## src/yuyv2bgr_pkg.sv

```systemverilog
// yuyv2bgr_pkg: payload structs, Q12 coefficients and clamp helper for the
// YUYV pair to BGR888 converter. No dependencies.
package yuyv2bgr_pkg;

  localparam int TermW = 24;

  typedef logic signed [TermW-1:0] term_t;

  localparam logic signed [TermW-1:0] KLuma   = 24'sd4768;
  localparam logic signed [TermW-1:0] KBlueU  = 24'sd8266;
  localparam logic signed [TermW-1:0] KGreenV = 24'sd3330;
  localparam logic signed [TermW-1:0] KGreenU = 24'sd1614;
  localparam logic signed [TermW-1:0] KRedV   = 24'sd6537;

  localparam logic [7:0] LumaOffset = 8'd16;
  localparam logic signed [TermW-1:0] ClampLimit = 24'sd1024000;
  localparam logic [7:0] ClampHigh = 8'd255;

  typedef struct packed {
    logic [7:0] first_luma;
    logic [7:0] blue_difference;
    logic [7:0] second_luma;
    logic [7:0] red_difference;
  } yuyv_t;

  typedef struct packed {
    logic [7:0] first_blue;
    logic [7:0] first_green;
    logic [7:0] first_red;
    logic [7:0] second_blue;
    logic [7:0] second_green;
    logic [7:0] second_red;
  } bgr_t;

  typedef struct packed {
    logic [7:0] blue;
    logic [7:0] green;
    logic [7:0] red;
  } pixel_t;

  // registered chroma products shared by both lanes
  typedef struct packed {
    term_t blue_u;
    term_t green_v;
    term_t green_u;
    term_t red_v;
  } chroma_terms_t;

  function automatic logic [7:0] clamp_q12(input term_t sum);
    logic [7:0] res;
    if (sum < 0) begin
      res = 8'd0;
    end else if (sum > ClampLimit) begin
      res = ClampHigh;
    end else begin
      res = sum[19:12];
    end
    return res;
  endfunction

endpackage

```

## src/yuyv2bgr_chroma.sv

```systemverilog
// yuyv2bgr_chroma: registered chroma products shared by both pixel lanes.
// Depends on yuyv2bgr_pkg.
module yuyv2bgr_chroma (
  input  logic                          clk,
  input  logic [7:0]                    blue_difference,
  input  logic [7:0]                    red_difference,
  output yuyv2bgr_pkg::chroma_terms_t   terms
);

  logic signed [7:0] du;
  logic signed [7:0] dv;

  // offset 128 removal is a flip of the top bit
  assign du = $signed({~blue_difference[7], blue_difference[6:0]});
  assign dv = $signed({~red_difference[7], red_difference[6:0]});

  always_ff @(posedge clk) begin
    terms.blue_u  <= yuyv2bgr_pkg::term_t'(du) * yuyv2bgr_pkg::KBlueU;
    terms.green_v <= yuyv2bgr_pkg::term_t'(dv) * yuyv2bgr_pkg::KGreenV;
    terms.green_u <= yuyv2bgr_pkg::term_t'(du) * yuyv2bgr_pkg::KGreenU;
    terms.red_v   <= yuyv2bgr_pkg::term_t'(dv) * yuyv2bgr_pkg::KRedV;
  end

endmodule

```

## src/yuyv2bgr_lane.sv

```systemverilog
// yuyv2bgr_lane: one pixel lane; registered luma product, then channel sums
// and clamp against the shared chroma terms. Depends on yuyv2bgr_pkg.
module yuyv2bgr_lane (
  input  logic                          clk,
  input  logic [7:0]                    luma,
  input  yuyv2bgr_pkg::chroma_terms_t   terms,
  output yuyv2bgr_pkg::pixel_t          pixel
);

  logic signed [8:0]   c;
  yuyv2bgr_pkg::term_t ly;
  yuyv2bgr_pkg::term_t blue_sum;
  yuyv2bgr_pkg::term_t green_sum;
  yuyv2bgr_pkg::term_t red_sum;

  assign c = $signed({1'b0, luma}) - $signed({1'b0, yuyv2bgr_pkg::LumaOffset});

  always_ff @(posedge clk) begin
    ly <= yuyv2bgr_pkg::term_t'(c) * yuyv2bgr_pkg::KLuma;
  end

  always_comb begin
    blue_sum    = ly + terms.blue_u;
    green_sum   = ly - terms.green_v - terms.green_u;
    red_sum     = ly + terms.red_v;
    pixel.blue  = yuyv2bgr_pkg::clamp_q12(blue_sum);
    pixel.green = yuyv2bgr_pkg::clamp_q12(green_sum);
    pixel.red   = yuyv2bgr_pkg::clamp_q12(red_sum);
  end

endmodule

```

## src/yuyv_pair_to_bgr888.sv

```systemverilog
// yuyv_pair_to_bgr888: YUYV group to two BGR888 pixels, BT.601 studio range.
// start reaches done through the prod_valid and done registers; one group per
// cycle sustained, set by the two-stage multiply then sum/clamp pipeline.
// busy is high only during reset; rst clears the valid pipeline.
// Results are shown for one cycle under done; the receiver cannot stall.
// Depends on yuyv2bgr_pkg, yuyv2bgr_chroma, yuyv2bgr_lane.
module yuyv_pair_to_bgr888 (
  input  logic                  clk,
  input  logic                  rst,
  input  logic                  start,
  output logic                  busy,
  input  yuyv2bgr_pkg::yuyv_t   yuyv,
  output logic                  done,
  output yuyv2bgr_pkg::bgr_t    bgr
);

  yuyv2bgr_pkg::chroma_terms_t terms;
  yuyv2bgr_pkg::pixel_t        first_px;
  yuyv2bgr_pkg::pixel_t        second_px;
  logic                        prod_valid;

  assign busy = rst;

  yuyv2bgr_chroma u_chroma (
    .clk             (clk),
    .blue_difference (yuyv.blue_difference),
    .red_difference  (yuyv.red_difference),
    .terms           (terms)
  );

  yuyv2bgr_lane u_lane_first (
    .clk   (clk),
    .luma  (yuyv.first_luma),
    .terms (terms),
    .pixel (first_px)
  );

  yuyv2bgr_lane u_lane_second (
    .clk   (clk),
    .luma  (yuyv.second_luma),
    .terms (terms),
    .pixel (second_px)
  );

  always_ff @(posedge clk) begin
    if (rst) begin
      prod_valid <= 1'b0;
      done       <= 1'b0;
    end else begin
      prod_valid <= start && !busy;
      done       <= prod_valid;
    end
  end

  // merge the two lanes into the result transfer
  always_ff @(posedge clk) begin
    bgr.first_blue   <= first_px.blue;
    bgr.first_green  <= first_px.green;
    bgr.first_red    <= first_px.red;
    bgr.second_blue  <= second_px.blue;
    bgr.second_green <= second_px.green;
    bgr.second_red   <= second_px.red;
  end

endmodule

```

## config.mk

```make
export PLATFORM = sky130hd
export DESIGN_NAME = yuyv_pair_to_bgr888
export DESIGN_NICKNAME = d
export VERILOG_FILES = /design/src/yuyv2bgr_pkg.sv /design/src/yuyv2bgr_chroma.sv /design/src/yuyv2bgr_lane.sv /design/src/yuyv_pair_to_bgr888.sv
export SDC_FILE = /design/constraint.sdc
export NUM_CORES = 1
export LEC_CHECK = 0
export BUFFER_PORTS_ARGS = -buffer_cell sky130_fd_sc_hd__buf_2
export CAP_MARGIN = 20
export CORE_ASPECT_RATIO = 0.9
export CORE_MARGIN = 2
export CORE_UTILIZATION = 43
export DETAILED_ROUTE_END_ITERATION = 7
export GPL_ROUTABILITY_DRIVEN = 0
export REMOVE_ABC_BUFFERS = 1
export SETUP_SLACK_MARGIN = 0.2
export SLEW_MARGIN = 15
export SYNTH_ARGS = -nofsm -noshare
export SYNTH_HDL_FRONTEND = slang
export SYNTH_HIERARCHICAL = 1
export SYNTH_SLANG_ARGS = --single-unit
export TNS_END_PERCENT = 5
```

## constraint.sdc

```tcl
create_clock -name clk -period 5 [get_ports clk]
set_clock_uncertainty 0.1 [all_clocks]
set_input_delay 0.75 -clock clk [delete_from_list [all_inputs] [get_ports clk]]
set_output_delay 0.75 -clock clk [all_outputs]
set_load 0.03 [all_outputs]
```

* Word level (Yosys, flattened, before mapping) *
Cells that the tools add are included.

storage, ports and cells
  word-level logic and storage cells = 52
  output and inout bits = 50
  flip-flop bits (word level) = 181
  input port bits = 35

operators by class
  add/sub/neg operators = 10
  muxes and demuxes = 6
  bitwise operators = 2
  reduce and logical (&&, ||, !) cells = 2
  multipliers = 6
  magnitude comparators = 12

operators by type and width
  kind                                                              count
  greater-than comparator 24 x 21 -> 1 bit (second input constant)  6
  < comparator 24 x 1 -> 1 bit (second input constant)              6
  adder 24 bit                                                      4
  subtractor 24 bit                                                 4
  two-way mux 8 bit                                                 6
  multiplier 8 x 14 -> 22 bit (second input constant)               2
  multiplier 9 x 9 -> 18 bit (second input constant)                2
  multiplier 8 x 12 -> 20 bit (second input constant)               1
  multiplier 8 x 11 -> 19 bit (second input constant)               1
  subtractor 8 x 5 -> 9 bit (second input constant)                 2
  NOT 1 bit                                                         2
  logical AND 1 bit                                                 1
  zero test 1 bit                                                   1

* Logic depth before layout (Yosys ltp) *
  word-level depth = 4
  mapped depth = 21
  depth with buffers taken out = 21

* Hierarchy *
Netlist, hierarchy kept.

by module, submodules not included
  module                          area each (µm²)  times used  cells an instance  seq. area each (µm²)
  yuyv2bgr_chroma                 6887.9           1           675                1581.5
  yuyv2bgr_lane at u_lane_first   5636.7           1           717                360.3
  yuyv2bgr_lane at u_lane_second  5631.7           1           734                360.3
  yuyv_pair_to_bgr888             1021.0           1           53                 1001.0

* Least setup slack after synthesis *
Ideal clock, no wire load.

  kind = in2reg
  start point = input yuyv[12] in the netlist's numbering
  end point = register u_lane_second.ly[22]
  stages on the path = 19
  path buffers = 1
  setup slack = -157 ps
  data arrival time = 4940 ps
  required time = 4784 ps
  library setup time = 116 ps
  cells stage by stage = inv_1 > ha_1 > nor3b_1 > buf_1 > ha_1 > ha_1 > inv_1 > fa_1 > fa_1 > inv_1 > ha_1 > o21ai_0 > a21boi_0 > o21ai_0 > a21boi_0 > o21ai_0 > a21oi_1 > o31ai_1 > a41o_1

on the way
  longest elaborated chain between the ends = 2

RTL lines
  item                        RTL line                   source
  start, declared             yuyv_pair_to_bgr888.sv:12  input yuyv2bgr_pkg::yuyv_t yuyv,
  subtractor 8 x 5 -> 9 bit   yuyv2bgr_lane.sv:16        assign c = $signed({1'b0, luma}) - $signed({1'b0, yuyv2bgr_pkg::LumaOffset});
  multiplier 9 x 9 -> 18 bit  yuyv2bgr_lane.sv:19        ly <= yuyv2bgr_pkg::term_t'(c) * yuyv2bgr_pkg::KLuma;
  end signal, assigned        yuyv2bgr_lane.sv:19
  end, declared               yuyv2bgr_lane.sv:11        yuyv2bgr_pkg::term_t ly;

Every way passes these cells.
A chain may end at the register's enable or synchronous reset.

* Worst setup path after layout *
  start point = input yuyv[28] in the netlist's numbering
  end point = register u_lane_first.ly[21]

on the way
  longest elaborated chain between the ends = 2

RTL lines
  item                        RTL line
  subtractor 8 x 5 -> 9 bit   yuyv2bgr_lane.sv:16
  multiplier 9 x 9 -> 18 bit  yuyv2bgr_lane.sv:19
  end signal, assigned        yuyv2bgr_lane.sv:19
  end, declared               yuyv2bgr_lane.sv:11

Every way passes these cells.

==> results list <==
* Max-cap viol count: 0
- The tree built by TritonCTS fans out to approximately 170 sinks.
* Clock latency on the worst-skew pair: between 400 and 500 ps
- In the final layout, the share of cells above drive strength 1 is 0.09214.
* Count of cells along the worst register-to-register path: 13
* Syn Area/Cell: 8.801 µm²
* Drt via density: 5.357
- Number of optimization iterations in the first detailed-route pass: 7
- STA classifies the critical path startpoint as an input pin.
- Worst rel slew slack: 0.5111
* Total Nets Final: about 2800
* Finished Cell Area: 0.02105 mm²
- Setup fix buffers added after clock tree synthesis: 0
* Total length of routed wires: ~51000 µm
- Yosys mapped a number of flops with a built-in enable equal to 0.
* Highest-count cells in the layout ignoring fill and taps: 391 x sky130_fd_sc_hd__ha_1, 354 x sky130_fd_sc_hd__inv_1, 168 x sky130_fd_sc_hd__a21oi_1, 165 x sky130_fd_sc_hd__dfxtp_1, 113 x sky130_fd_sc_hd__fa_1
- The setup check on the worst reg-to-reg path leaves a slack of 910 ps.
* Gate count of the mapped netlist: 2179
- After detailed routing, the average wire length per cell comes to around 18 µm.
- Slowest Stage Delay on Critical Path: 540 ps
* Final Critical Period: 4529 ps
- Global Route Usage Sum: 0.2254
- Clock tree from TritonCTS: done
- The worst setup path is of the in2reg kind.
- Share of synthesized area occupied by flip-flops and latches: 0.1722
- The synthesized design contains ~170 register bits.
- Detailed placement ended at an HPWL of between 40000 and 50000 µm.
- Clk pin slew, worst setup/hold paths: roughly 70 ps
* Async set-or-reset flop fraction in the synthesized netlist: 0
- Port Buf Inserts: 84
- The synthesized design spends more area on one cell type than any other, namely sky130_fd_sc_hd__ha_1.
* First-pass GRT wire length: 80630 µm
* Setup TNS: 0 ps
- The startpoint identified for the worst hold timing path is yuyv[9].
- Maximum buffer depth of the clock tree: 2
* Fill cells: approximately 4200
- Overall overflow remaining after global route: 0
- Area of the die: ~0.046 mm²
* CP max stage cell: sky130_fd_sc_hd__fa_1
* Core area: ~0.044 mm²
- Critical path data required time: 5240 ps
- Transition time at the pin with the least slew margin: 728.1 ps
* Data arrival at the endpoint of the critical path: 4770 ps
- Along the worst hold path, the cell count comes to 1.
* Number of global-route vias before repair: 15120
* Kind of end point of the critical path: flip-flop
- In this run the count of I/O pins placed on the die edge is 85.
- Most common cell after layout, fill and taps aside: sky130_fd_sc_hd__ha_1
* Violation count after the first detailed-routing iteration: 1263
- Width of the chip: around 230 µm
- Number of slew-limit violations in the final report: 0
- Netlist area before placement: roughly 0.019 mm²
- In this run, post-CTS hold repair placed 0 buffers.
- Setup violations remaining at the end of the flow were counted as 0.
* Overall via count from detail_route: 15480
* Number of hold violations in the final report: 0
- The number of gates resized after CTS was 0.
* Cell types occupying the most area after synthesis: sky130_fd_sc_hd__ha_1 26%, sky130_fd_sc_hd__dfxtp_1 17%, sky130_fd_sc_hd__fa_1 12%
- For this run, the top clock speed supported by timing is between 0.2 and 0.25 GHz.
* Largest fanout on the critical path: 4
* Synth-to-layout area growth: 9.780%
- Worst path cell trace: buf_2 -> inv_1 -> ha_1 -> nor3b_4 -> ha_1 -> ha_1 -> inv_1 -> fa_1 -> fa_1 -> inv_1 -> ha_1 -> buf_4 -> inv_1 -> o21ai_0 -> a21oi_1 -> nor2b_1 -> o2111ai_1 -> nand3_1 -> o41a_1 -> xor2_1
- In this run the number of H-tree levels came out at 4.
- In this run the critical register-to-register path is launched from u_lane_first/ly[5].
- Vertical extent of the die: around 200 µm
* RSZ-0062 raised after global routing: true
- Prevailing post-synth register cell: sky130_fd_sc_hd__dfxtp_1
* Synth Warn #: 6
* Status: completed
- Antenna Cells: 0
* Cell chosen for the clock root: sky130_fd_sc_hd__clkbuf_16
* Initial standard-cell utilization of the core: 0.4347
- The endpoint identified for the worst register-to-register timing path is bgr[38].
* Number of distinct standard cells referenced by the synthesized netlist: slightly above 100
* Class of the tightest hold or removal check: in2reg
- For this run, design rule violations remaining after detail routing come to 0.
- Clock buffer count from CTS: 17
- Standard-cell rows: 73
- Of the post-synthesis cell area, the dominant cell type holds 0.2551.
- Worst Hold Path EP: u_lane_second/ly[6]
* Number of antenna violations at the first check in global routing: 0
- Crit share post-route: 0.9059
- After detailed placement, the total cell area comes to 0.02037 mm².
* Maximum number of pins on one net before global-route repair: 21
- Number of antenna-violating nets in the routed design: 0
==> worst max-delay path, delay by kind of cell <==
kind,cells,cell delay (ps)
AO/OA/AOI/OAI,4,790
XOR/XNOR,1,150
buffers and inverters,6,470
AND/OR/NAND/NOR,3,490
adder cells (fa/ha/maj),6,2100
==> registers in the layout, indices dropped and copies added, names as in the netlist <==
name,cells
bgr,48
prod_valid,1
u_lane_first/ly,18
u_lane_second/ly,18
done,1
u_chroma/terms,79
==> worst max-delay path by stage <==
| stage | from | end | cells after the start |
|---|---|---|---|
| 6_report | yuyv[28] | u_lane_first/ly[21] | 20 |
| 3_3_place_gp | yuyv[28] | u_lane_first/ly[22] | 19 |
| 2_1_floorplan | yuyv[12] | u_lane_second/ly[22] | 18 |
| 3_5_place_dp | yuyv[28] | u_lane_first/ly[22] | 19 |
| 5_1_grt | yuyv[28] | u_lane_first/ly[21] | 20 |
| 4_1_cts | yuyv[28] | u_lane_first/ly[22] | 19 |
==> metrics by stage <==
stage / setup WS (ps) / utilization / hold WS (ps) / std cells
2_1_floorplan: -737.1 / - / 313.8 / 2143
3_3_place_gp: -10.18 / 0.4618 / 333.4 / 2858
3_5_place_dp: -155.3 / 0.4618 / 347.9 / 2858
4_1_cts: 334.6 / 0.4760 / 330.5 / 2890
5_1_grt: 158.0 / 0.4772 / 340.7 / 2890
6_report: 470.7 / 0.4772 / 354.7 / 2890
==> per-layer routing <==
layer / wire length (µm) / global-route usage
met1: 25190 / 0.3184
met2: 21060 / 0.3403
met3: 3383 / 0.05520
met4: 1096 / 0.06203
met5: 0 / 0
==> cell usage after synthesis (19+ instances only) <==
library cell,number
sky130_fd_sc_hd__a211oi_1,27
sky130_fd_sc_hd__a21o_1,49
sky130_fd_sc_hd__a21oi_1,169
sky130_fd_sc_hd__a31oi_1,25
sky130_fd_sc_hd__buf_4,19
sky130_fd_sc_hd__dfxtp_1,165
sky130_fd_sc_hd__fa_1,113
sky130_fd_sc_hd__ha_1,391
sky130_fd_sc_hd__inv_1,354
sky130_fd_sc_hd__nand2_1,91
sky130_fd_sc_hd__nand3_1,37
sky130_fd_sc_hd__nor2_1,108
sky130_fd_sc_hd__nor3_1,50
sky130_fd_sc_hd__o21a_1,22
sky130_fd_sc_hd__o21ai_0,78
sky130_fd_sc_hd__xnor2_1,106
sky130_fd_sc_hd__xor2_1,49
==> cell families after synthesis <==
kind of cell | after synthesis | share of synthesized area
AOI/OAI and AO/OA | 540 | 0.1895
xor gates and xnor gates | 155 | 0.07079
and+or+nand+nor | 412 | 0.1078
adders and majority gates | 504 | 0.3731
DFF | 165 | 0.1722
other | 1 | 0.0001955
buffers and inverters | 392 | 0.08097
muxes | 10 | 0.005480
==> layout make-up <==
class | instances | area [µm²] | area share
Clock buffer | 17 | 425.4 | 0.02021
Clock inverter | 15 | 198.9 | 0.009450
Inverter | 354 | 1329 | 0.06312
Multi-Input combinational cell | 1624 | 14390 | 0.6836
Sequential cell | 165 | 3303 | 0.1569
Tap cell | 600 | 750.7 | 0.03566
Timing Repair Buffer | 115 | 653.1 | 0.03102
Power is left out: the tool's default activity adds up to more than one toggle a clock period on the data nets, which glitch-free logic cannot reach.
